### config.mk
export PLATFORM = sky130hd
export DESIGN_NAME = wavelet_coefficient_threshold_top
export DESIGN_NICKNAME = d
export VERILOG_FILES = /design/src/hdl/wct_pkg.sv /design/src/hdl/wavelet_coefficient_threshold_top.sv /design/src/hdl/wct_ctrl.sv /design/src/hdl/wct_datapath.sv
export VERILOG_INCLUDE_DIRS = /design/src /design/src/hdl
export SDC_FILE = /design/constraint.sdc
export NUM_CORES = 2
export LEC_CHECK = 0
export ABC_AREA = 1
export BUFFER_PORTS_ARGS = -buffer_cell sky130_fd_sc_hd__buf_4
export CORE_MARGIN = 1
export CORE_UTILIZATION = 35
export CTS_CLUSTER_DIAMETER = 100
export CTS_CLUSTER_SIZE = 12
export DETAILED_ROUTE_END_ITERATION = 16
export PLACE_DENSITY = 0.46
export SETUP_SLACK_MARGIN = 0.05
export SLEW_MARGIN = 20
export SYNTH_ARGS = -nofsm -noshare
export SYNTH_HDL_FRONTEND = slang
export SYNTH_SLANG_ARGS = --single-unit
### constraint.sdc
create_clock -name clk_i -period 9.73 [get_ports clk_i]
set_clock_uncertainty 0.1 [all_clocks]
set_input_delay 1.4595 -clock clk_i [delete_from_list [all_inputs] [get_ports clk_i]]
set_output_delay 1.4595 -clock clk_i [all_outputs]
set_load 0.01 [all_outputs]
### src/hdl/assert_macros.svh
// Assertion macros shared by the wavelet threshold RTL.
// Each macro samples on clk_i and is disabled while rst_ni is low.
`ifndef ASSERT_MACROS_SVH
`define ASSERT_MACROS_SVH

// A property that must hold at every clock edge out of reset.
`define WCT_ASSERT(lbl, prop, msg) \
  lbl: assert property (@(posedge clk_i) disable iff (!rst_ni) (prop)) else $error(msg);

// A consequence that must hold in the same cycle as its trigger.
`define WCT_ASSERT_IMPL(lbl, ante, cons, msg) \
  lbl: assert property (@(posedge clk_i) disable iff (!rst_ni) (ante) |-> (cons)) else $error(msg);

`endif

### src/hdl/wct_pkg.sv
// Shared types and constants for the wavelet coefficient threshold block.
// Used by the controller, the datapath and the top level; no dependencies.
package wct_pkg;

  // Configuration register map.
  localparam int unsigned CFG_ADDR_W = 1;
  localparam int unsigned MODE_W     = 2;
  localparam int unsigned THRESH_W   = 31;

  localparam logic [CFG_ADDR_W-1:0] CFG_MODE      = 1'b0;
  localparam logic [CFG_ADDR_W-1:0] CFG_THRESHOLD = 1'b1;

  // Thresholding modes; the unused code behaves as hard mode.
  localparam logic [MODE_W-1:0] MODE_HARD  = 2'd0;
  localparam logic [MODE_W-1:0] MODE_SOFT  = 2'd1;
  localparam logic [MODE_W-1:0] MODE_FUZZY = 2'd2;

  // Offset added before the soft magnitude, 0.0001 in Q15.16.
  localparam int unsigned EPS_LSB = 7;
  // Nonzero values a window needs to keep its center value in fuzzy mode.
  localparam int unsigned MIN_NEIGHBORS = 5;
  // Width of the whole-quotient count from the pre-reduction (at most 8).
  localparam int unsigned QC_W = 4;

  // Source of the value written into the lookahead buffer.
  typedef enum logic [1:0] {
    SRC_ZERO,
    SRC_RAW,
    SRC_SOFT
  } src_e;

  // Commands from the controller to the datapath.
  typedef struct packed {
    logic load;
    logic prep;
    logic div_init;
    logic reduce_step;
    logic div_step;
    logic append;
    src_e src;
    logic emit;
  } cmd_t;

  // Status from the datapath to the controller.
  typedef struct packed {
    logic soft_mode;
    logic a_gt_t;
    logic mag_gt_t;
    logic rem_ge_a;
    logic div_last;
    logic last;
    logic fill_full;
    logic fill_one;
    logic out_free;
  } status_t;

endpackage

### src/hdl/wavelet_coefficient_threshold_top.sv
// Wavelet coefficient threshold block: hard, soft and fuzzy-pruned modes.
// Instantiates wct_ctrl and wct_datapath; depends on wct_pkg.
//
// Usage:
//   Input words arrive on the s_axis channel (signed Q15.16 sample in tdata,
//   tlast on the final coefficient of a block). Thresholded words leave on
//   the m_axis channel in input order, tlast on the final word of a block.
//   Mode and threshold are written through the cfg port while the block is
//   idle; index 0 is the mode, index 1 the threshold.
//   Values wait in a lookahead of WINDOW_HALF words, so the first output of
//   a block appears after WINDOW_HALF inputs; tlast on input flushes every
//   waiting word, one per cycle while the receiver takes them.
//   One word is taken at a time. Hard mode, and a soft or fuzzy word whose
//   value thresholds to zero, pass through load, check, decide and post
//   steps. Other soft and fuzzy words add a pre-reduction, then the radix-2
//   multiply-divide unit that handles one bit of the scaled difference per
//   cycle, then an append step. Each emitted word adds an emit step.
//   A result waits in an output register, so a stalled receiver holds only
//   the emitting step; the next input word is still taken meanwhile.
//   Reset clears mode, threshold, lookahead and history to zero.
module wavelet_coefficient_threshold_top
  import wct_pkg::*;
#(
  parameter int unsigned WINDOW_HALF = 5,
  parameter int unsigned SAMPLE_BITS = 32
) (
  input  logic                                  clk_i,
  input  logic                                  rst_ni,
  input  logic                                  cfg_we_i,
  input  logic [CFG_ADDR_W-1:0]                 cfg_index_i,
  input  logic [THRESH_W-1:0]                   cfg_data_i,
  input  logic                                  s_axis_tvalid,
  output logic                                  s_axis_tready,
  // tdata: sample, then zero fill up to whole bytes.
  input  logic [((SAMPLE_BITS + 7) / 8) * 8-1:0] s_axis_tdata,
  input  logic                                  s_axis_tlast,
  output logic                                  m_axis_tvalid,
  input  logic                                  m_axis_tready,
  // tdata: result_sample, then zero fill up to whole bytes.
  output logic [((SAMPLE_BITS + 7) / 8) * 8-1:0] m_axis_tdata,
  output logic                                  m_axis_tlast
);

  localparam int unsigned DATA_W = ((SAMPLE_BITS + 7) / 8) * 8;

  cmd_t                   cmd;
  status_t                st;
  logic [SAMPLE_BITS-1:0] out_sample;

  wct_ctrl u_ctrl (
    .clk_i      (clk_i),
    .rst_ni     (rst_ni),
    .in_valid_i (s_axis_tvalid),
    .in_ready_o (s_axis_tready),
    .st_i       (st),
    .cmd_o      (cmd)
  );

  wct_datapath #(
    .WH (WINDOW_HALF),
    .SB (SAMPLE_BITS)
  ) u_datapath (
    .clk_i        (clk_i),
    .rst_ni       (rst_ni),
    .cfg_we_i     (cfg_we_i),
    .cfg_index_i  (cfg_index_i),
    .cfg_data_i   (cfg_data_i),
    .in_sample_i  (s_axis_tdata[SAMPLE_BITS-1:0]),
    .in_last_i    (s_axis_tlast),
    .cmd_i        (cmd),
    .st_o         (st),
    .out_valid_o  (m_axis_tvalid),
    .out_ready_i  (m_axis_tready),
    .out_sample_o (out_sample),
    .out_last_o   (m_axis_tlast)
  );

  // Zero-fill the result up to the byte-aligned bus width.
  assign m_axis_tdata = DATA_W'(out_sample);

endmodule

### src/hdl/wct_ctrl.sv
// Controller state machine for the wavelet coefficient threshold block.
// Depends on wct_pkg for the command and status structs.
module wct_ctrl
  import wct_pkg::*;
(
  input  logic    clk_i,
  input  logic    rst_ni,
  input  logic    in_valid_i,
  output logic    in_ready_o,
  input  status_t st_i,
  output cmd_t    cmd_o
);

  localparam logic [2:0] S_IDLE   = 3'd0;
  localparam logic [2:0] S_CHECK  = 3'd1;
  localparam logic [2:0] S_DECIDE = 3'd2;
  localparam logic [2:0] S_REDUCE = 3'd3;
  localparam logic [2:0] S_ITER   = 3'd4;
  localparam logic [2:0] S_APPEND = 3'd5;
  localparam logic [2:0] S_POST   = 3'd6;
  localparam logic [2:0] S_EMIT   = 3'd7;

  logic [2:0] state_q, state_d;

  // Next state and command decode.
  always_comb begin
    state_d    = state_q;
    cmd_o      = '0;
    cmd_o.src  = SRC_ZERO;
    in_ready_o = 1'b0;
    case (state_q)
      S_IDLE: begin
        in_ready_o = 1'b1;
        if (in_valid_i) begin
          cmd_o.load = 1'b1;
          state_d    = S_CHECK;
        end
      end
      S_CHECK: begin
        cmd_o.prep = 1'b1;
        state_d    = S_DECIDE;
      end
      S_DECIDE: begin
        if (st_i.soft_mode && st_i.a_gt_t) begin
          cmd_o.div_init = 1'b1;
          state_d        = S_REDUCE;
        end else begin
          cmd_o.append = 1'b1;
          cmd_o.src    = (!st_i.soft_mode && st_i.mag_gt_t) ? SRC_RAW : SRC_ZERO;
          state_d      = S_POST;
        end
      end
      S_REDUCE: begin
        if (st_i.rem_ge_a) begin
          cmd_o.reduce_step = 1'b1;
        end else begin
          state_d = S_ITER;
        end
      end
      S_ITER: begin
        cmd_o.div_step = 1'b1;
        if (st_i.div_last) begin
          state_d = S_APPEND;
        end
      end
      S_APPEND: begin
        cmd_o.append = 1'b1;
        cmd_o.src    = SRC_SOFT;
        state_d      = S_POST;
      end
      S_POST: begin
        state_d = (st_i.last || st_i.fill_full) ? S_EMIT : S_IDLE;
      end
      S_EMIT: begin
        if (st_i.out_free) begin
          cmd_o.emit = 1'b1;
          if (!st_i.last || st_i.fill_one) begin
            state_d = S_IDLE;
          end
        end
      end
      default: begin
        state_d = S_IDLE;
      end
    endcase
  end

  // State register.
  always_ff @(posedge clk_i or negedge rst_ni) begin
    if (!rst_ni) begin
      state_q <= S_IDLE;
    end else begin
      state_q <= state_d;
    end
  end

endmodule

### src/hdl/wct_datapath.sv
// Datapath of the wavelet coefficient threshold block: configuration,
// soft-threshold multiply-divide unit, lookahead window and output register.
// Depends on wct_pkg and assert_macros.svh.
`include "assert_macros.svh"
module wct_datapath
  import wct_pkg::*;
#(
  parameter int unsigned WH = 5,
  parameter int unsigned SB = 32
) (
  input  logic                  clk_i,
  input  logic                  rst_ni,
  input  logic                  cfg_we_i,
  input  logic [CFG_ADDR_W-1:0] cfg_index_i,
  input  logic [THRESH_W-1:0]   cfg_data_i,
  input  logic [SB-1:0]         in_sample_i,
  input  logic                  in_last_i,
  input  cmd_t                  cmd_i,
  output status_t               st_o,
  output logic                  out_valid_o,
  input  logic                  out_ready_i,
  output logic [SB-1:0]         out_sample_o,
  output logic                  out_last_o
);

  localparam int unsigned CW   = (SB > THRESH_W) ? SB : THRESH_W;
  localparam int unsigned BC_W = $clog2(SB);
  localparam int unsigned FW   = $clog2(WH + 1);
  localparam int unsigned NW   = $clog2(2 * WH + 1);

  logic [MODE_W-1:0]   mode_q;
  logic [THRESH_W-1:0] thresh_q;
  logic [SB-1:0]       x_q;
  logic                last_q;
  logic [SB-1:0]       a_q, mag_q;
  logic [SB-1:0]       rm_q, r_q, d_q, q_q;
  logic [QC_W-1:0]     c_q;
  logic [BC_W-1:0]     bit_cnt_q;
  logic [SB-1:0]       la_q [WH];
  logic [SB-1:0]       hist_q [WH];
  logic [SB-1:0]       la_d [WH];
  logic [SB-1:0]       hist_d [WH];
  logic [FW-1:0]       fill_q, fill_d;
  logic                out_valid_q, out_last_q;
  logic [SB-1:0]       out_data_q;
  logic                out_free;

  // Configuration writes.
  always_ff @(posedge clk_i or negedge rst_ni) begin
    if (!rst_ni) begin
      mode_q   <= MODE_HARD;
      thresh_q <= '0;
    end else if (cfg_we_i) begin
      case (cfg_index_i)
        CFG_MODE:      mode_q   <= cfg_data_i[MODE_W-1:0];
        CFG_THRESHOLD: thresh_q <= cfg_data_i;
        default:       ;
      endcase
    end
  end

  // Magnitudes of the sample and of the sample plus the offset.
  logic signed [SB:0] y_ext;
  logic [SB-1:0]      a_d, mag_d;
  always_comb begin
    y_ext = $signed({x_q[SB-1], x_q}) + $signed((SB + 1)'(EPS_LSB));
    a_d   = y_ext[SB] ? SB'(-y_ext) : y_ext[SB-1:0];
    mag_d = x_q[SB-1] ? (SB'(0) - x_q) : x_q;
  end

  // One step of the interleaved multiply-divide: q,r track m*d_prefix / a.
  logic [SB:0]   r2, r3, s_sum, r_next;
  logic          ge1, ge2;
  logic [SB-1:0] q_shift, q_next;
  always_comb begin
    r2      = {r_q, 1'b0};
    ge1     = r2 >= {1'b0, a_q};
    r3      = ge1 ? (r2 - {1'b0, a_q}) : r2;
    q_shift = {q_q[SB-2:0], ge1};
    s_sum   = r3 + {1'b0, rm_q};
    ge2     = s_sum >= {1'b0, a_q};
    r_next  = r3;
    q_next  = q_shift;
    if (d_q[SB-1]) begin
      r_next = ge2 ? (s_sum - {1'b0, a_q}) : s_sum;
      q_next = q_shift + SB'(c_q) + SB'(ge2);
    end
  end

  // Sample capture and soft-threshold arithmetic registers.
  always_ff @(posedge clk_i or negedge rst_ni) begin
    if (!rst_ni) begin
      last_q <= 1'b0;
    end else if (cmd_i.load) begin
      last_q <= in_last_i;
    end
  end

  always_ff @(posedge clk_i) begin
    if (cmd_i.load) begin
      x_q <= in_sample_i;
    end
    if (cmd_i.prep) begin
      a_q   <= a_d;
      mag_q <= mag_d;
    end
    if (cmd_i.div_init) begin
      d_q       <= SB'(CW'(a_q) - CW'(thresh_q));
      rm_q      <= mag_q;
      c_q       <= '0;
      q_q       <= '0;
      r_q       <= '0;
      bit_cnt_q <= BC_W'(SB - 1);
    end else if (cmd_i.reduce_step) begin
      rm_q <= rm_q - a_q;
      c_q  <= c_q + QC_W'(1);
    end else if (cmd_i.div_step) begin
      r_q       <= r_next[SB-1:0];
      q_q       <= q_next;
      d_q       <= {d_q[SB-2:0], 1'b0};
      bit_cnt_q <= bit_cnt_q - BC_W'(1);
    end
  end

  // Value entering the lookahead buffer.
  logic [SB-1:0] new_val;
  always_comb begin
    case (cmd_i.src)
      SRC_RAW:  new_val = x_q;
      SRC_SOFT: new_val = x_q[SB-1] ? (SB'(0) - q_q) : q_q;
      default:  new_val = '0;
    endcase
  end

  // Count nonzero values in the history and the lookahead buffer.
  logic [NW-1:0] nz_count;
  always_comb begin
    nz_count = '0;
    for (int k = 0; k < WH; k++) begin
      nz_count = nz_count + NW'(hist_q[k] != '0) + NW'(la_q[k] != '0);
    end
  end

  // Oldest value, pruned in fuzzy mode when its window is too sparse.
  logic [SB-1:0] emit_val;
  logic          fill_one;
  always_comb begin
    emit_val = la_q[0];
    if (mode_q == MODE_FUZZY && la_q[0] != '0 && 32'(nz_count) < 32'(MIN_NEIGHBORS)) begin
      emit_val = '0;
    end
    fill_one = fill_q == FW'(1);
  end

  // Lookahead and history update.
  always_comb begin
    la_d   = la_q;
    hist_d = hist_q;
    fill_d = fill_q;
    if (cmd_i.append) begin
      for (int k = 0; k < WH; k++) begin
        if (fill_q == FW'(k)) begin
          la_d[k] = new_val;
        end
      end
      fill_d = fill_q + FW'(1);
    end else if (cmd_i.emit) begin
      if (last_q && fill_one) begin
        for (int k = 0; k < WH; k++) begin
          la_d[k]   = '0;
          hist_d[k] = '0;
        end
        fill_d = '0;
      end else begin
        for (int k = 0; k + 1 < WH; k++) begin
          la_d[k]   = la_q[k+1];
          hist_d[k] = hist_q[k+1];
        end
        la_d[WH-1]   = '0;
        hist_d[WH-1] = emit_val;
        fill_d       = fill_q - FW'(1);
      end
    end
  end

  always_ff @(posedge clk_i or negedge rst_ni) begin
    if (!rst_ni) begin
      for (int k = 0; k < WH; k++) begin
        la_q[k]   <= '0;
        hist_q[k] <= '0;
      end
      fill_q <= '0;
    end else begin
      la_q   <= la_d;
      hist_q <= hist_d;
      fill_q <= fill_d;
    end
  end

  // Output register; a waiting word does not block the input side.
  assign out_free = !out_valid_q || out_ready_i;

  always_ff @(posedge clk_i or negedge rst_ni) begin
    if (!rst_ni) begin
      out_valid_q <= 1'b0;
      out_last_q  <= 1'b0;
    end else if (cmd_i.emit) begin
      out_valid_q <= 1'b1;
      out_last_q  <= last_q && fill_one;
    end else if (out_ready_i) begin
      out_valid_q <= 1'b0;
    end
  end

  always_ff @(posedge clk_i) begin
    if (cmd_i.emit) begin
      out_data_q <= emit_val;
    end
  end

  assign out_valid_o  = out_valid_q;
  assign out_sample_o = out_data_q;
  assign out_last_o   = out_last_q;

  // Status back to the controller.
  always_comb begin
    st_o.soft_mode = mode_q inside {MODE_SOFT, MODE_FUZZY};
    st_o.a_gt_t    = CW'(a_q) > CW'(thresh_q);
    st_o.mag_gt_t  = CW'(mag_q) > CW'(thresh_q);
    st_o.rem_ge_a  = rm_q >= a_q;
    st_o.div_last  = bit_cnt_q == '0;
    st_o.last      = last_q;
    st_o.fill_full = fill_q == FW'(WH);
    st_o.fill_one  = fill_one;
    st_o.out_free  = out_free;
  end

  `WCT_ASSERT_IMPL(a_emit_free, cmd_i.emit, out_free, "emit would overwrite a waiting word")
  `WCT_ASSERT(a_fill_range, fill_q <= FW'(WH), "lookahead fill count out of range")
  `WCT_ASSERT_IMPL(a_soft_bound, cmd_i.append && cmd_i.src == SRC_SOFT, q_q <= mag_q, "soft magnitude exceeds input magnitude")

endmodule
==> impl_metrics.py <==
metrics = {
    "outcome": {
        "status": "complete, no violations",
    },
    "cells_and_area": {
        "final_area_mm2": 0.0460,
        "utilization_pct": 38.8,
        "area_growth_pct": 9.52,
        "n_fill_cell": 12700,
        "multi_input_area_mm2": 0.0219,
        "nNetsFinal": 6028,
        "register_area_mm2": 0.0163,
        "drive_above_1_share_pct": 4.90,
    },
    "route": {
        "wirelength_um": 152000,
        "drtAntennaViolNets": 0,
        "dr.pass1.iters": 6,
        "vias": 38500,
        "routedWlPerCell_um": 20.6,
        "drc_errors": 0,
        "viasPerCell": 5.22,
        "drtIter0Drc": 3266,
    },
    "hold_path": {
        "hold_path.class": "reg -> reg",
        "worstHoldStart": "u_datapath.bit_cnt_q[0]",
    },
    "logic_synthesis": {
        "ys_warn_count": 0,
        "ys_seq_elements": 627,
        "ys_async_sr_fraction_pct": 57.7,
        "synthTopCellsByCount": "1517 x nand2_1, 771 x inv_1, 439 x o21ai_0",
        "yosysMostFrequentCell": "nand2_1",
        "syn_avg_cell_area_um2": 7.30,
        "yosys.area.top_type": "dfrtp_1",
        "synth_flop_cell": "dfrtp_1",
        "synth_top_area_share_pct": 21.6,
        "synth_area_leaders": "dfrtp_1 22%, edfxtp_1 14%, nand2_1 14%",
        "yosysSeqAreaShare_pct": 38.8,
        "syn_nets": 6052,
        "synth-edff-count": 192,
        "synthCells": 5757,
        "synth_cell_types": 65,
        "syn_area_mm2": 0.0420,
    },
    "clocking": {
        "post_cts_buffers": 0,
        "worst_skew_pair.late_latency_ps": 700,
        "path_clk_slew_ps": 70,
        "cts-htree-levels": 2,
        "cts_sinks": 627,
        "cts_root_buf": "clkbuf_16",
        "cts_tree": "built",
        "holdBufCountCts": 0,
        "cts_buffers": 60,
        "cts_max_path_buffers": 3,
    },
    "global_route": {
        "grt_max_degree": 155,
        "grt_pass1_wl_um": 231000,
        "track_usage_pct": 24.7,
        "grt.overflow.total": 0,
        "antenna_found_initial": 1,
        "grt_pass1_vias": 37500,
    },
    "timing": {
        "worstMarginPinSlew_ps": 973,
        "drv_slew": 0,
        "max_freq_ghz": 0.112,
        "fin_tns_setup_ps": 0,
        "slew_headroom_pct": 35.1,
        "rsz0062_at_grt": "false",
        "finalCritPeriodShare_pct": 91.8,
        "min_period_ps": 8940,
        "hold_viol_final": 0,
        "finalSetupViolCount": 0,
    },
    "setup_path": {
        "r2r-start": "u_datapath.a_q[14]",
        "slowest_delay_ps": 520,
        "critPathSlowestCell": "o21ai_0",
        "cp.arrival_ps": 9420,
        "worstPathRequired_ps": 10220,
        "crit_buf_inv": 8,
        "endpoint_kind": "flop",
        "path_delay_family": "simple AND/OR/NAND/NOR gates",
        "crit_fanout": 21,
        "setup.worst_path.start": "u_datapath.a_q[14]",
        "critical_path_class": "reg -> reg",
        "worst_setup_path_start_kind": "flop",
        "cp_common_cell": "nand2_1",
    },
    "die": {
        "io_pins": 105,
        "initial_core_util_pct": 35.4,
        "num_rows": 126,
        "fp.coreArea_mm2": 0.119,
        "chipHeight_um": 348,
        "dieArea_mm2": 0.121,
        "die_w_um": 348,
    },
    "place": {
        "gp_congestion": 0.969,
        "place_area_mm2": 0.0442,
        "io_buffers": 104,
        "place_hpwl_um": 117000,
    },
    "run": {
        "drv_cap": 0,
    },
}
routing by layer:
layer	track usage (%)	part of all wire, %
met5	0	0
met4	6.96	2.8
met3	2.15	4.6
met2	38.6	44
met1	36.2	49
worst min-delay path, delay by kind of cell, from the launching register on:
kind,cells,cell delay [ps]
flops,1,320
simple gates,2,120
layout make-up:
cell class	instances	area share, %
diodes	1	0.00544
well taps	1600	4.35
repair buffers	140	2.34
multi-input cells	4124	47.6
inverters	780	6.39
flip-flops and latches	627	35.4
clock inverters	9	0.343
clock buffers	96	3.60
layout by cell type (no fill, tap or decap), types with 68 or more instances in the layout:
cell / count
nand2_1: 1514
inv_1: 768
o21ai_0: 439
nand3_1: 387
nor2_1: 370
dfrtp_1: 362
a21oi_1: 306
ha_1: 212
edfxtp_1: 192
o22ai_1: 137
xor2_1: 136
buf_4: 136
nand4_1: 110
nor4_1: 86
nor3_1: 82
dfxtp_1: 73
xnor2_1: 68
final timing paths:
check | end | slack (ps) | cells after the start
max | u_datapath.q_q[16] | 790 | 48
max in group asynchronous | u_datapath.thresh_q[21] | 7450 | 2
min in group asynchronous | u_datapath.hist_q[75] | 680 | 1
min | u_datapath.bit_cnt_q[0] | 380 | 2
max reg2reg | u_datapath.q_q[16] | 790 | 48
min reg2reg | u_datapath.bit_cnt_q[0] | 380 | 2
repair_timing:
| action | CTS | global route |
|---|---|---|
| endpoints found under the hold margin | 0 | 0 |
| endpoints found under the setup margin | 0 | 6 |
| resized for setup | 0 | 3 |
state kept, by name, summed over array words and instances, names as in the netlist, 2 cells and up:
name,cells
u_datapath.bit_cnt_q,5
u_ctrl.state_q,3
u_datapath.mode_q,2
u_datapath.d_q,32
u_datapath.r_q,32
u_datapath.q_q,32
u_datapath.la_q,160
u_datapath.c_q,4
u_datapath.mag_q,32
u_datapath.a_q,32
u_datapath.fill_q,3
u_datapath.rm_q,32
u_datapath.x_q,32
u_datapath.thresh_q,31
u_datapath.hist_q,160
u_datapath.out_sample_o,32
stage by stage:
| stage | std cells | setup slack, ps | hold WS, ps |
|---|---|---|---|
| floorplan | 5757 | 2800 | 343 |
| global placement | 7271 | 789 | 358 |
| detailed placement | 7271 | 805 | 368 |
| CTS | 7376 | 720 | 382 |
| global route | 7376 | 57.0 | 411 |
| finish | 7377 | 793 | 381 |
kinds of logic after synthesis:
logic type               after synthesis  share of synthesized area (%)
AO/OA/AOI/OAI                       1051                           13.8
adder cells (fa/ha/maj)              225                           6.93
AND/OR/NAND/NOR                     2643                           26.9
buffers and inverters               1006                           9.28
XOR/XNOR                             205                           4.29
flip-flops                           627                           38.8
Power is left out: the tool's default activity adds up to more than one toggle a clock period on the data nets, which glitch-free logic cannot reach.
